## src/rtl/lrtc_div.sv

```systemverilog
// ----------------------------------------------------------------------------
// lrtc_div
// Restoring divider, one quotient bit per cycle; yields the remainder.
// ----------------------------------------------------------------------------
`default_nettype none
module lrtc_div (
  input  wire logic        clk,
  input  wire logic        rst,
  input  wire logic        start,
  input  wire logic [19:0] dividend,
  input  wire logic [20:0] divisor,
  output logic             done,
  output logic [19:0]      rem
);
  localparam int STEPS = 20;
  localparam int CNT_W = $clog2(STEPS);

  logic [20:0]      acc;
  logic [19:0]      dvd;
  logic [CNT_W-1:0] cnt;
  logic             busy;
  logic [21:0]      trial;
  logic [20:0]      acc_next;

  always_comb begin
    trial = {acc, dvd[19]};
    if (trial >= {1'b0, divisor}) begin
      acc_next = 21'(trial - {1'b0, divisor});
    end else begin
      acc_next = trial[20:0];
    end
  end

  always_ff @(posedge clk) begin
    if (rst) begin
      busy <= 1'b0;
      done <= 1'b0;
      cnt  <= '0;
    end else if (start) begin
      busy <= 1'b1;
      done <= 1'b0;
      cnt  <= '0;
      acc  <= '0;
      dvd  <= dividend;
    end else if (busy) begin
      // shift in next dividend bit
      acc <= acc_next;
      dvd <= {dvd[18:0], 1'b0};
      cnt <= cnt + 1'b1;
      if (cnt == CNT_W'(STEPS - 1)) begin
        busy <= 1'b0;
        done <= 1'b1;
      end
    end
  end

  assign rem = acc[19:0];
endmodule
`default_nettype wire

```

## config.mk

```make
export PLATFORM = sky130hd
export DESIGN_NAME = lrtc_div
export DESIGN_NICKNAME = d
export VERILOG_FILES = /design/src/rtl/lrtc_div.sv
export SDC_FILE = /design/constraint.sdc
export NUM_CORES = 1
export LEC_CHECK = 0
export BUFFER_PORTS_ARGS = -buffer_cell sky130_fd_sc_hd__buf_2
export CORE_MARGIN = 3
export CORE_UTILIZATION = 50
export CTS_BUF_LIST = sky130_fd_sc_hd__clkbuf_2
export DETAILED_ROUTE_END_ITERATION = 16
export GPL_TIMING_DRIVEN = 0
export HOLD_SLACK_MARGIN = 0.08
export PLACE_DENSITY = 0.81
export SYNTH_ARGS = -nofsm -noshare
export SYNTH_HDL_FRONTEND = slang
export SYNTH_SLANG_ARGS = --single-unit
```

## constraint.sdc

```tcl
create_clock -name clk -period 4.73 [get_ports clk]
set_input_delay 0.2365 -clock clk [delete_from_list [all_inputs] [get_ports clk]]
set_output_delay 0.2365 -clock clk [all_outputs]
set_load 0.02 [all_outputs]
```

==> results.toml <==
[run_status]
status = "finished clean"

[floorplanning]
io_pins = 65
start_util_pct = 52.9
die_area_um2 = 7900
die_h_um = 88.9
num_rows = 29
coreArea_um2 = 6490
dieWidth_um = 88.9

[yosys]
synth_flop_cell = "edfxtp_1"
async_reset_ff_share_pct = 0
yosysMostFrequentCell = "nand2_1"
yosysTopAreaCellShare_pct = 35.8
syn-instance-count = 360
ys_warn_count = 0
synth_cell_type_count = 48
synthesis.nets = 427
postSynthAreaPerCell_um2 = 9.54
ys_seq_area_share_pct = 39.9
synth_common_cells = "48 x nand2_1, 41 x edfxtp_1, 38 x a21oi_1"
synth_top_cell_by_area = "edfxtp_1"
synth_edf_count = 41
yosys-top-cells-area = "edfxtp_1 36%, ha_1 8.0%, mux2_2 6.6%, a21oi_1 5.5%, buf_4 5.2%"
netlist_area_um2 = 3430
ys_ff_latch = 48

[cells_and_area]
num-nets-final = 517
antenna_cells = 0
fin_area_um2 = 4120
drive_gt1_share_pct = 27.9
final_util_pct = 63.4
syn2layout_area_growth_pct = 19.9
fin_cells = 528
fillCellCount = 556

[power]
pwr-share-clk_pct = 16.6
power_switching_w = 0.000396
irDropWorstVdd_v = 0.000196
switching_share_pct = 35.2
leakagePower_nw = 1.80
power_frac_seq_pct = 46.3
p_comb_share_pct = 37.1
cellPowerDensity_nw_per_um2 = 273
internal_power_w = 0.000728

[detailed_routing]
wl_per_cell_um = 14.7
viasPerCell = 5.56
ant_nets = 0
drcViolationCount = 0
wl_met2_um = 3840
num_vias = 2936
drtPass1Iterations = 6
routed_wl_um = 7780
met3_length_um = 549
drt-initial-drc-count = 204
routed.top_layer = "met4"
met1_length_um = 3300

[clocking]
insertion_delay_ns = 0.45
cts_tree = "done"
cts_buffers = 5
cts-htree-levels = 2
clock_path_buffers = 2
cts_resized = 0
clock_sinks = 48
cts-root-buf = "clkbuf_2"
clk_pin_slew_ns = 0.27

[placement]
port_buffers = 63
gp_congestion = 0.962
dp_hpwl_um = 5710
dpl_cell_area_um2 = 3880
dp.cells = 501

[setup_path]
crit_required_ns = 5.02
cp_num_cells = 13
worstPathArrival_ns = 3.53
worstSetupEndpointType = "flop"
worst-setup-path-type = "flop to flop"
r2r_cells = 13
cp_cell_sequence = "inv_1, ha_1, inv_1, fa_1, a21o_1, nand4_1, a311o_1, nand3_2, a221oi_2, buf_4, buf_4, nand2_1, a21oi_1"
start_kind = "flop"
crit_fanout = 10
crit_slowest_cell = "a221oi_2"
max_stage_delay_ns = 0.53
cp_num_buf_inv = 4
cpLargestDelayFamily = "compound AO/OA/AOI/OAI gates"

[grt]
track_usage_pct = 20.4
grt_overflow_total = 0
grt_max_degree = 25
antenna_found_initial = 0
grt_pass1_wl_um = 12600
grt_pass1_vias = 2791

[sta]
hold_ws_ns = 0.108
setup_viol = 0
finClkSkew_ns = 0.0258
tightest_slew_ns = 0.607
period_needed_ns = 3.23
slew_headroom_pct = 59.5
rsz0062_at_grt = "false"
fmax_mhz = 309
finalCritPeriodShare_pct = 68.4
finalSetupTns_ns = 0
hold_violations = 0
slew_viol_final = 0

[run]
cap_violations = 0

[min_path]
holdPathStages = 2
hold_class = "input port to flop"
power by group through the flow:
stage                     logic [W]  clock network, W  registers, W
after global routing       0.000466          0.000204      0.000525
after global placement     0.000386                 0      0.000530
after detailed placement   0.000399                 0      0.000530
final                      0.000417          0.000187      0.000520
after CTS                  0.000414          0.000189      0.000520
after floorplan            0.000304                 0      0.000524
stage by stage:
step           worst slack [ns]  power, W
2_1_floorplan              1.68  0.000828
3_3_place_gp              0.696  0.000916
3_5_place_dp               1.57  0.000929
4_1_cts                    1.52   0.00112
5_1_grt                    1.32   0.00119
6_report                   1.50   0.00112
final cells by class:
class,instances,area (um2),area share (%)
flip-flops and latches,48,1370,33.3
multi-input cells,249,1740,42.2
well taps,77,96.3,2.34
plain buffers,36,231,5.62
clock inverters,3,21.3,0.517
inverters,27,101,2.46
repair buffers,83,533,12.9
clock buffers,5,25.0,0.608
routing by layer:
layer / vias up / GRT usage, %
met5: - / 0
met4: 0 / 5.91
met3: 14 / 4.56
met2: 97 / 35.9
met1: 1359 / 24.9
li1: 1466 / -
timing repair:
item                                    4_1_cts  5_1_grt
hold buffers                                 18        1
endpoints found under the setup margin        0        0
buffers inserted                              0        0
endpoints found under the hold margin        18        1
worst reg2reg max path, delay by kind of cell, from the launching register on:
family | cells | cell delay, ns
AO/OA/AOI/OAI | 4 | 1.11
buffers and inverters | 4 | 0.63
AND/OR/NAND/NOR | 3 | 0.32
adder cells (fa/ha/maj) | 2 | 0.55
flip-flops | 1 | 0.49
registers in the layout, indices dropped and copies added, names as in the netlist:
register / flops
dvd: 20
acc: 21
cnt: 5
busy: 1
done: 1
layout by cell type (no fill, tap or decap), drive strengths merged, types with 2 or more instances in the layout:
| cell | n |
|---|---|
| a211o | 2 |
| a211oi | 5 |
| a21o | 4 |
| a21oi | 38 |
| a221o | 3 |
| a221oi | 2 |
| a311o | 2 |
| a31oi | 2 |
| and2 | 2 |
| and4 | 3 |
| buf | 95 |
| clkbuf | 10 |
| dfxtp | 7 |
| dlygate4sd3 | 19 |
| edfxtp | 41 |
| ha | 22 |
| inv | 29 |
| mux2 | 20 |
| mux2i | 2 |
| nand2 | 48 |
| nand3 | 9 |
| nand4 | 8 |
| nor2 | 13 |
| nor3 | 7 |
| o211ai | 3 |
| o21a | 5 |
| o21ai | 10 |
| o311ai | 2 |
| o31a | 4 |
| o31ai | 2 |
| or3 | 4 |
| xnor2 | 5 |
| xor2 | 10 |
path summary, 6_finish.rpt:
path	from	endpoint	slack, ns
max	dvd[19]	acc[6]	1.50
min	dividend[13]	dvd[13]	0.11
max reg2reg	dvd[19]	acc[6]	1.50
min reg2reg	done	done	0.51
cell families after synthesis:
group                      after synthesis  synth area share [%]
and+or+nand+nor                        102                  14.2
DFF                                     48                  39.9
adders and majority gates               23                  8.60
AOI/OAI and AO/OA                       87                  16.6
xor gates and xnor gates                15                  3.82
buffers and inverters                   63                  9.69
muxes                                   22                  7.14
Power figures use the tool's default switching activity.
