--- src/rtl/lrtc_pkg.sv ---
// ----------------------------------------------------------------------------
// lrtc_pkg
// Types and constants of the row-band tile cache lookup.
// ----------------------------------------------------------------------------
`default_nettype none
package lrtc_pkg;

  localparam int IDX_W   = 6;   // slot index, covers up to 64 slots
  localparam int STAMP_W = 31;
  localparam int ROW_W   = 20;
  localparam int DIM_W   = 21;
  localparam int CFG_W   = 3;

  localparam logic [STAMP_W-1:0] STAMP_RESTART_LIMIT = 31'h4000_0000;

  localparam logic [CFG_W-1:0] CFG_IMAGE_LINES   = 3'd0;
  localparam logic [CFG_W-1:0] CFG_IMAGE_SAMPLES = 3'd1;
  localparam logic [CFG_W-1:0] CFG_TILE_ROWS     = 3'd2;
  localparam logic [CFG_W-1:0] CFG_PIXEL_BYTES   = 3'd3;
  localparam logic [CFG_W-1:0] CFG_SLOTS_ALLOWED = 3'd4;

  // Search packet handed from cell to cell.
  typedef struct packed {
    logic               found;
    logic [IDX_W-1:0]   found_idx;
    logic [ROW_W-1:0]   found_rs;
    logic               have_min;
    logic [IDX_W-1:0]   min_idx;
    logic [STAMP_W-1:0] min_stamp;
  } scan_t;

  // Update command broadcast to all cells.
  typedef struct packed {
    logic               wr;
    logic               clr;
    logic [IDX_W-1:0]   idx;
    logic [ROW_W-1:0]   row_start;
    logic [STAMP_W-1:0] stamp;
  } cmd_t;

endpackage
`default_nettype wire

--- src/rtl/lrtc_cell.sv ---
// ----------------------------------------------------------------------------
// lrtc_cell
// One tile slot: holds valid, band start and stamp; checks the passing
// search packet and hands it on.
// ----------------------------------------------------------------------------
`default_nettype none
module lrtc_cell #(
  parameter int IDX = 0
) (
  input  wire logic                  clk,
  input  wire logic                  rst,
  input  wire logic [19:0]           line,
  input  wire logic [20:0]           band,
  input  wire lrtc_pkg::cmd_t        cmd,
  input  wire lrtc_pkg::scan_t       scan_in,
  output lrtc_pkg::scan_t            scan_out
);
  logic                           valid;
  logic [lrtc_pkg::ROW_W-1:0]     row_start;
  logic [lrtc_pkg::STAMP_W-1:0]   stamp;
  logic                           sel;
  logic                           hit_here;
  lrtc_pkg::scan_t                scan_next;

  assign sel = cmd.wr && (cmd.idx == lrtc_pkg::IDX_W'(IDX));
  assign hit_here = valid && (line >= row_start) &&
                    ({2'b00, line} < ({2'b00, row_start} + {1'b0, band}));

  always_comb begin
    scan_next = scan_in;
    if (!scan_in.found && hit_here) begin
      scan_next.found     = 1'b1;
      scan_next.found_idx = lrtc_pkg::IDX_W'(IDX);
      scan_next.found_rs  = row_start;
    end
    if (valid && (!scan_in.have_min || stamp < scan_in.min_stamp)) begin
      scan_next.have_min  = 1'b1;
      scan_next.min_idx   = lrtc_pkg::IDX_W'(IDX);
      scan_next.min_stamp = stamp;
    end
  end

  always_ff @(posedge clk) begin
    if (rst) begin
      valid    <= 1'b0;
      stamp    <= '0;
      scan_out <= '0;
    end else begin
      scan_out <= scan_next;
      if (sel) begin
        valid <= 1'b1;
        stamp <= cmd.stamp;
      end else if (cmd.clr) begin
        stamp <= '0;
      end
    end
  end

  always_ff @(posedge clk) begin
    if (sel) begin
      row_start <= cmd.row_start;
    end
  end
endmodule
`default_nettype wire

--- config.mk ---
export PLATFORM = sky130hd
export DESIGN_NAME = lrtc_cell
export DESIGN_NICKNAME = d
export VERILOG_FILES = /design/src/rtl/lrtc_pkg.sv /design/src/rtl/lrtc_cell.sv
export SDC_FILE = /design/constraint.sdc
export NUM_CORES = 1
export LEC_CHECK = 0
export BUFFER_PORTS_ARGS = -buffer_cell sky130_fd_sc_hd__buf_2
export CORE_MARGIN = 10
export CORE_UTILIZATION = 40
export DETAILED_ROUTE_END_ITERATION = 16
export GPL_TIMING_DRIVEN = 0
export PLACE_DENSITY = 0.77
export RECOVER_POWER = 50
export SYNTH_ARGS = -nofsm -noshare
export SYNTH_HDL_FRONTEND = slang
export SYNTH_SLANG_ARGS = --single-unit
--- constraint.sdc ---
create_clock -name clk -period 5.2 [get_ports clk]
set_input_delay 0.26 -clock clk [delete_from_list [all_inputs] [get_ports clk]]
set_output_delay 0.26 -clock clk [all_outputs]
set_load 0.03 [all_outputs]
==> results_dict.tcl, run 1 <==
set metrics [dict create \
    layout-drive-gt1-share 0.2149 \
    initial_core_util 0.4096 \
    avgRoutedWirePerCell_um 17.40 \
    crit_top_cell "ha_1" \
    gp_congestion 0.9277 \
    layout_common_cells "buf_2, dfxtp_1, ha_1" \
    syn_area_per_cell_um2 9.376 \
    drv_slew 11 \
    synth_nets 984 \
    worst_slew_margin_rel -0.05957 \
    yosysSeqAreaShare 0.3730 \
    placed_area_um2 8250 \
    synth.ff_latch_count 117 \
    grt_max_degree 30 \
    drv_cap 1 \
    vias_per_cell 5.077 \
    portBuffers 230 \
    crit_arrival_ns 5.23 \
    first_iter_violations 254 \
    min_period_over_period 0.9434 \
    area_delta_synth_final_pct 29.09 \
    p_per_area_nw_per_um2 291.8 \
    fmax_ghz 0.2039 \
    worst_slack_ns 0.2945 \
    tightest_slew_ns 1.575 \
    htree_num_levels 4 \
    regArea_um2 2542 \
    synth-edff-count 20 \
    post-cts-setup-buffers 0 \
    grt_remaining_overflow 0 \
    critPathLaunchType "register" \
    pre_cts_ws_ns 0.3162 \
    postRouteAntennaNets 0 \
    cp_slowest_stage_delay_ns 0.53 \
    antenna_found_initial 6 \
    clock_latency_ns 0.42 \
    multi_input_area_um2 3924 \
    clk_pin_slew_ns 0.06 \
    synth_flop_cell "dfxtp_1" \
    dr.pass1.iters 4 \
    yosys_warnings 0 \
    rsz0062_at_grt "false" \
    coreArea_um2 16640 \
    chipHeight_um 150.5 \
    worst-setup-path-type "register to register" \
    skew_ns 0.01654 \
    holdCritPathClass "input pin to register" \
    crit_chain "ha_1 > fa_1 > a211o_1 > o211ai_2 > a2111oi_2 > or4b_4 > a31o_2 > a21oi_1 > xor2_1 > ha_1 > a211oi_1 > and4b_1 > nand2_1 > o211a_1 > a211oi_2 > buf_6 > buf_12 > mux2i_1" \
    drc 0 \
    grt_pass1_wl_um 32640 \
    status "finished, violations left" \
    async_reset_ff_frac 0 \
    drt-total-wl_um 21090 \
    setup_viol 0 \
    hpwl_um 16900 \
    syn_inst 727 \
    synthesis.area_um2 6817 \
    design.die.area_um2 22660 \
    grt_pass1_vias 6394 \
    rows 47 \
    required_ns 5.53 \
    cts_buffer_depth 2 \
    yosysUniqueCellTypes 58 \
    die_w_um 150.5 \
    vdd_drop_max_mv 0.2198 \
    cp_max_fo 10 \
    root_buffer "clkbuf_16" \
    vias 6153 \
    critPathCaptureType "register" \
    cts_buffers 17 \
    final_common_cell "buf_2" \
    grt_use_total 0.1832 \
    tns_ns 0 \
    crit_path_top_delay_cell "or4b_4" \
    io_pins 232 \
    period_needed_ns 4.905 \
    clock-sinks 117 \
    final.fill_count 1538 \
    cts_tree "yes" \
    leakage_nw 4.091 \
    hold_viol 0 \
    stdcell_area_um2 8800 \
    violations "max-capacitance violations, max-slew violations" \
    nNetsFinal 1235 \
]
[stage by stage]
step,utilization,cells,power [mW],hold WS (ns)
6_report,0.5288,1212,2.568,0.01292
5_1_grt,0.5288,1212,2.678,0.0002229
4_1_cts,0.5327,1209,2.594,0.001593
3_5_place_dp,0.4958,1177,1.359,0.4382
3_3_place_gp,0.4953,1177,1.351,0.4371
2_1_floorplan,-,727,1.210,0.3589
[where the power goes]
part	leakage [nW]	switching (mW)	internal (mW)	total, mW
combinational	2.81	0.220	0.154	0.374
clock	0.306	0.440	0.793	1.23
sequential	0.979	0.00973	0.950	0.960
total	4.09	0.670	1.90	2.57
[cell families (layout without fill, tap and decap cells)]
kind of cell               count (synthesis)  in the layout  share of synthesized area
buffers and inverters                     83            347                    0.05139
adders and majority gates                 90             90                     0.1663
AOI/OAI and AO/OA                        140            140                     0.1325
other                                      0              1                          0
DFF                                      117            117                     0.3730
and+or+nand+nor                          228            228                     0.1779
xor gates and xnor gates                  17             17                    0.02184
muxes                                     52             52                    0.07709
[final cells by class]
class	instances	share of cell area
buffer	27	0.01607
clock inverter	12	0.01678
clock buffer	20	0.05318
timing repair buffer	232	0.1237
multi-input combinational	527	0.4459
inverter	56	0.02389
sequential	117	0.2889
antenna	1	0.0002844
tap	220	0.03128
[cell usage after synthesis, types with 7 or more instances]
| library cell | number | area share |
|---|---|---|
| nand4_1 | 9 | 0.0083 |
| xnor2_1 | 8 | 0.010 |
| a21oi_1 | 63 | 0.046 |
| nor3b_1 | 38 | 0.042 |
| ha_1 | 89 | 0.16 |
| o21ai_0 | 14 | 0.010 |
| a21o_1 | 20 | 0.022 |
| nand2b_1 | 43 | 0.039 |
| inv_1 | 56 | 0.031 |
| nand2_1 | 21 | 0.012 |
| nand3_1 | 10 | 0.0073 |
| a211oi_1 | 8 | 0.0088 |
| xor2_1 | 9 | 0.012 |
| and2_1 | 7 | 0.0064 |
| nor2_1 | 85 | 0.047 |
| mux2i_1 | 51 | 0.075 |
| edfxtp_1 | 20 | 0.088 |
| dfxtp_1 | 97 | 0.28 |
| clkbuf_1 | 21 | 0.012 |
[final timing paths]
check / start / to / slack [ns] / depth (start not counted)
min reg2reg: valid$_SDFFE_PP0P_ / valid$_SDFFE_PP0P_ / 0.52 / 2
max reg2reg: row_start[0]$_DFFE_PP_ / scan_out[45]$_SDFF_PP0_ / 0.29 / 18
max: row_start[0]$_DFFE_PP_ / scan_out[45]$_SDFF_PP0_ / 0.29 / 18
min: cmd[47] / row_start[16]$_DFFE_PP_ / 0.01 / 1
[per-layer routing]
metal | track usage | share of wire | vias to the layer above
li1 | - | - | 3067
met1 | 0.2001 | 0.40 | 2827
met2 | 0.3155 | 0.49 | 216
met3 | 0.07773 | 0.096 | 37
met4 | 0.05588 | 0.015 | 6
met5 | 0 | 0.0017 | -
[flip-flops by register name, indices dropped and copies added (netlist names)]
name,cells
stamp,31
row_start,20
valid,1
scan_out,65
[repair_timing]
item / in CTS / in global routing
hold endpoints to repair: 0 / 2
hold buffers: 0 / 2
gates resized for setup: 0 / 0
[worst max-delay path, delay by kind of cell (launching register included)]
family	cells	cell delay [ns]
compound gates	8	1.80
xor+xnor	1	0.18
fa+ha+maj	3	0.93
buf+inv	2	0.36
flops	1	0.43
mux	1	0.24
simple gates	3	0.85
Note: power is estimated with default switching activity, not from simulation.
==> run 2, diff against run 1 <==
- RECOVER_POWER: 50 -> 25
==> run 2 against run 1 <==
- the run now ends clean
- first-iteration DRC count is 1.6% lower
- wire length fell by 0.23%
- cell count is the same
- clock skew hardly changed
- worst setup slack better by 0.0047 ns
- combinational power rose by 1%
- sequential cell count did not move
- count of clock-buffer cells in the layout unchanged
- die area unchanged
- fmax is essentially flat
- critical path depth is the same
- largest power group unchanged
==> results_dict.tcl, run 2 (synthesis results as in run 1) <==
set metrics [dict create \
    drt-total-wl_um 21040 \
    drv_slew 0 \
    root_buffer "clkbuf_16" \
    io_pins 232 \
    rsz0062_at_grt "false" \
    worstReg2RegStart "row_start[0]$_DFFE_PP_" \
    leakage_nw 4.220 \
    nNetsFinal 1235 \
    hpwl_um 16900 \
    ff2ff_path_depth 18 \
    worst_slack_ns 0.2992 \
    cts_tree "yes" \
    postRouteAntennaNets 0 \
    holdCritPathClass "input pin to register" \
    grt_pass1_wl_um 32640 \
    design.die.area_um2 22660 \
    placed_area_um2 8250 \
    worst_slew_margin_rel 0.3679 \
    grt_remaining_overflow 0 \
    grt_use_total 0.1832 \
    p_int_mw 1.903 \
    tightest_slew_ns 0.9404 \
    crit_arrival_ns 5.23 \
    gp_congestion 0.9277 \
    cts_buffers 17 \
    critPathCaptureType "register" \
    dp_cells 1177 \
    cts_buffer_depth 2 \
    tns_ns 0 \
    antenna_found_initial 6 \
    crit_end "scan_out[45]$_SDFF_PP0_" \
    worst-setup-path-type "register to register" \
    htree_num_levels 4 \
    reg2reg_to "scan_out[45]$_SDFF_PP0_" \
    chipHeight_um 150.5 \
    clk_pin_slew_ns 0.06 \
    die_w_um 150.5 \
    layout-drive-gt1-share 0.2523 \
    crit_start "row_start[0]$_DFFE_PP_" \
    switching_share 0.2598 \
    grt_max_degree 30 \
    multi_input_area_um2 3930 \
    pwr-share-comb 0.147 \
    min_period_over_period 0.9425 \
    layout_common_cells "buf_2, dfxtp_1, ha_1" \
    drc 0 \
    critPathLaunchType "register" \
    clkPwrFrac 0.479 \
    hold_viol 0 \
    grt_pass1_vias 6394 \
    vias 6139 \
    portBuffers 230 \
    p_per_area_nw_per_um2 290.4 \
    cp_max_fo 10 \
    pre_cts_ws_ns 0.3162 \
    area_delta_synth_final_pct 29.85 \
    clock-sinks 117 \
    r2r_setup_slack_ns 0.30 \
    p_sw_uw 667.8 \
    drv_cap 0 \
    rows 47 \
    first_iter_violations 250 \
    required_ns 5.53 \
    final_common_cell "buf_2" \
    stdcell_count 1212 \
    final.fill_count 1514 \
    setup_viol 0 \
    stdcell_area_um2 8851 \
    fmax_ghz 0.2041 \
    initial_core_util 0.4096 \
    seqPwrFrac 0.373 \
    skew_ns 0.01635 \
    fin_total_pwr_mw 2.570 \
    coreArea_um2 16640 \
    largest_reg_flops 65 \
    avgRoutedWirePerCell_um 17.36 \
    largest_register "scan_out" \
    largestRegisters "scan_out: 65 flops, stamp: 31 flops, row_start: 20 flops" \
    regArea_um2 2542 \
    dr.pass1.iters 5 \
    status "finished clean" \
    vias_per_cell 5.065 \
    vdd_drop_max_mv 0.2198 \
    clock_latency_ns 0.42 \
    period_needed_ns 4.901 \
]
-- run 2: cell count changes in the layout (fill, tap and decap cells not counted) --
cell      change
nor4_2        +1
buf_2        +36
nor4_1        -1
clkbuf_1     -36
-- run 2: power by group through the flow --
stage          sequential [mW]  combinational, mW  clock [mW]
3_5_place_dp             0.978              0.381           0
2_1_floorplan             1.03              0.177           0
5_1_grt                  0.961              0.422        1.30
4_1_cts                  0.959              0.383        1.25
6_report                 0.959              0.379        1.23
3_3_place_gp             0.977              0.374           0
-- run 2: area by class of cell --
type	instances	share of cell area
Timing Repair Buffer	232	0.1281
Antenna cell	1	0.0002827
Inverter	56	0.02375
Multi-Input combinational cell	527	0.4440
Clock buffer	20	0.05287
Sequential cell	117	0.2872
Tap cell	220	0.03110
Buffer	27	0.01597
Clock inverter	12	0.01668
-- run 2: worst min path at each step --
stage                     slack, ns                      end  cells after the start    start
after global routing         0.0002  row_start[16]$_DFFE_PP_                      1  cmd[47]
after detailed placement       0.44  row_start[16]$_DFFE_PP_                      1  cmd[47]
after floorplan                0.36   row_start[0]$_DFFE_PP_                      0  cmd[31]
after global placement         0.44   row_start[0]$_DFFE_PP_                      1  cmd[31]
final                          0.01  row_start[16]$_DFFE_PP_                      1  cmd[47]
after CTS                     0.002  row_start[15]$_DFFE_PP_                      1  cmd[46]
-- run 2: layer usage --
layer,global-route usage,wire [um],vias up
met5,0,36,-
met4,0.05588,298,6
li1,-,-,3066
met3,0.07773,1965,36
met2,0.3155,10340,215
met1,0.2001,8402,2816
-- run 2: per-stage QoR --
| stage | hold WS [ns] | util |
|---|---|---|
| after floorplan | 0.3589 | - |
| after CTS | 0.001593 | 0.5327 |
| after detailed placement | 0.4382 | 0.4958 |
| after global placement | 0.4371 | 0.4953 |
| after global routing | 0.0002229 | 0.5318 |
| final | 0.01292 | 0.5318 |
-- run 2: critical path: stages (launching register included) --
cell	delay, ns
edfxtp_1	0.43
ha_1	0.24
fa_1	0.42
a211o_1	0.32
o211ai_2	0.12
a2111oi_2	0.14
or4b_4	0.53
a31o_2	0.26
a21oi_1	0.17
xor2_1	0.18
ha_1	0.28
a211oi_1	0.36
and4b_1	0.27
nand2_1	0.05
o211a_1	0.23
a211oi_2	0.20
buf_6	0.20
buf_12	0.16
mux2i_1	0.24
-- run 2: what timing repair did --
item / 4_1_cts / 5_1_grt
endpoints found under the hold margin: 0 / 2
hold buffers: 0 / 2
gates resized for setup: 0 / 0
setup endpoints to repair: 0 / 0
setup buffers: 0 / 0
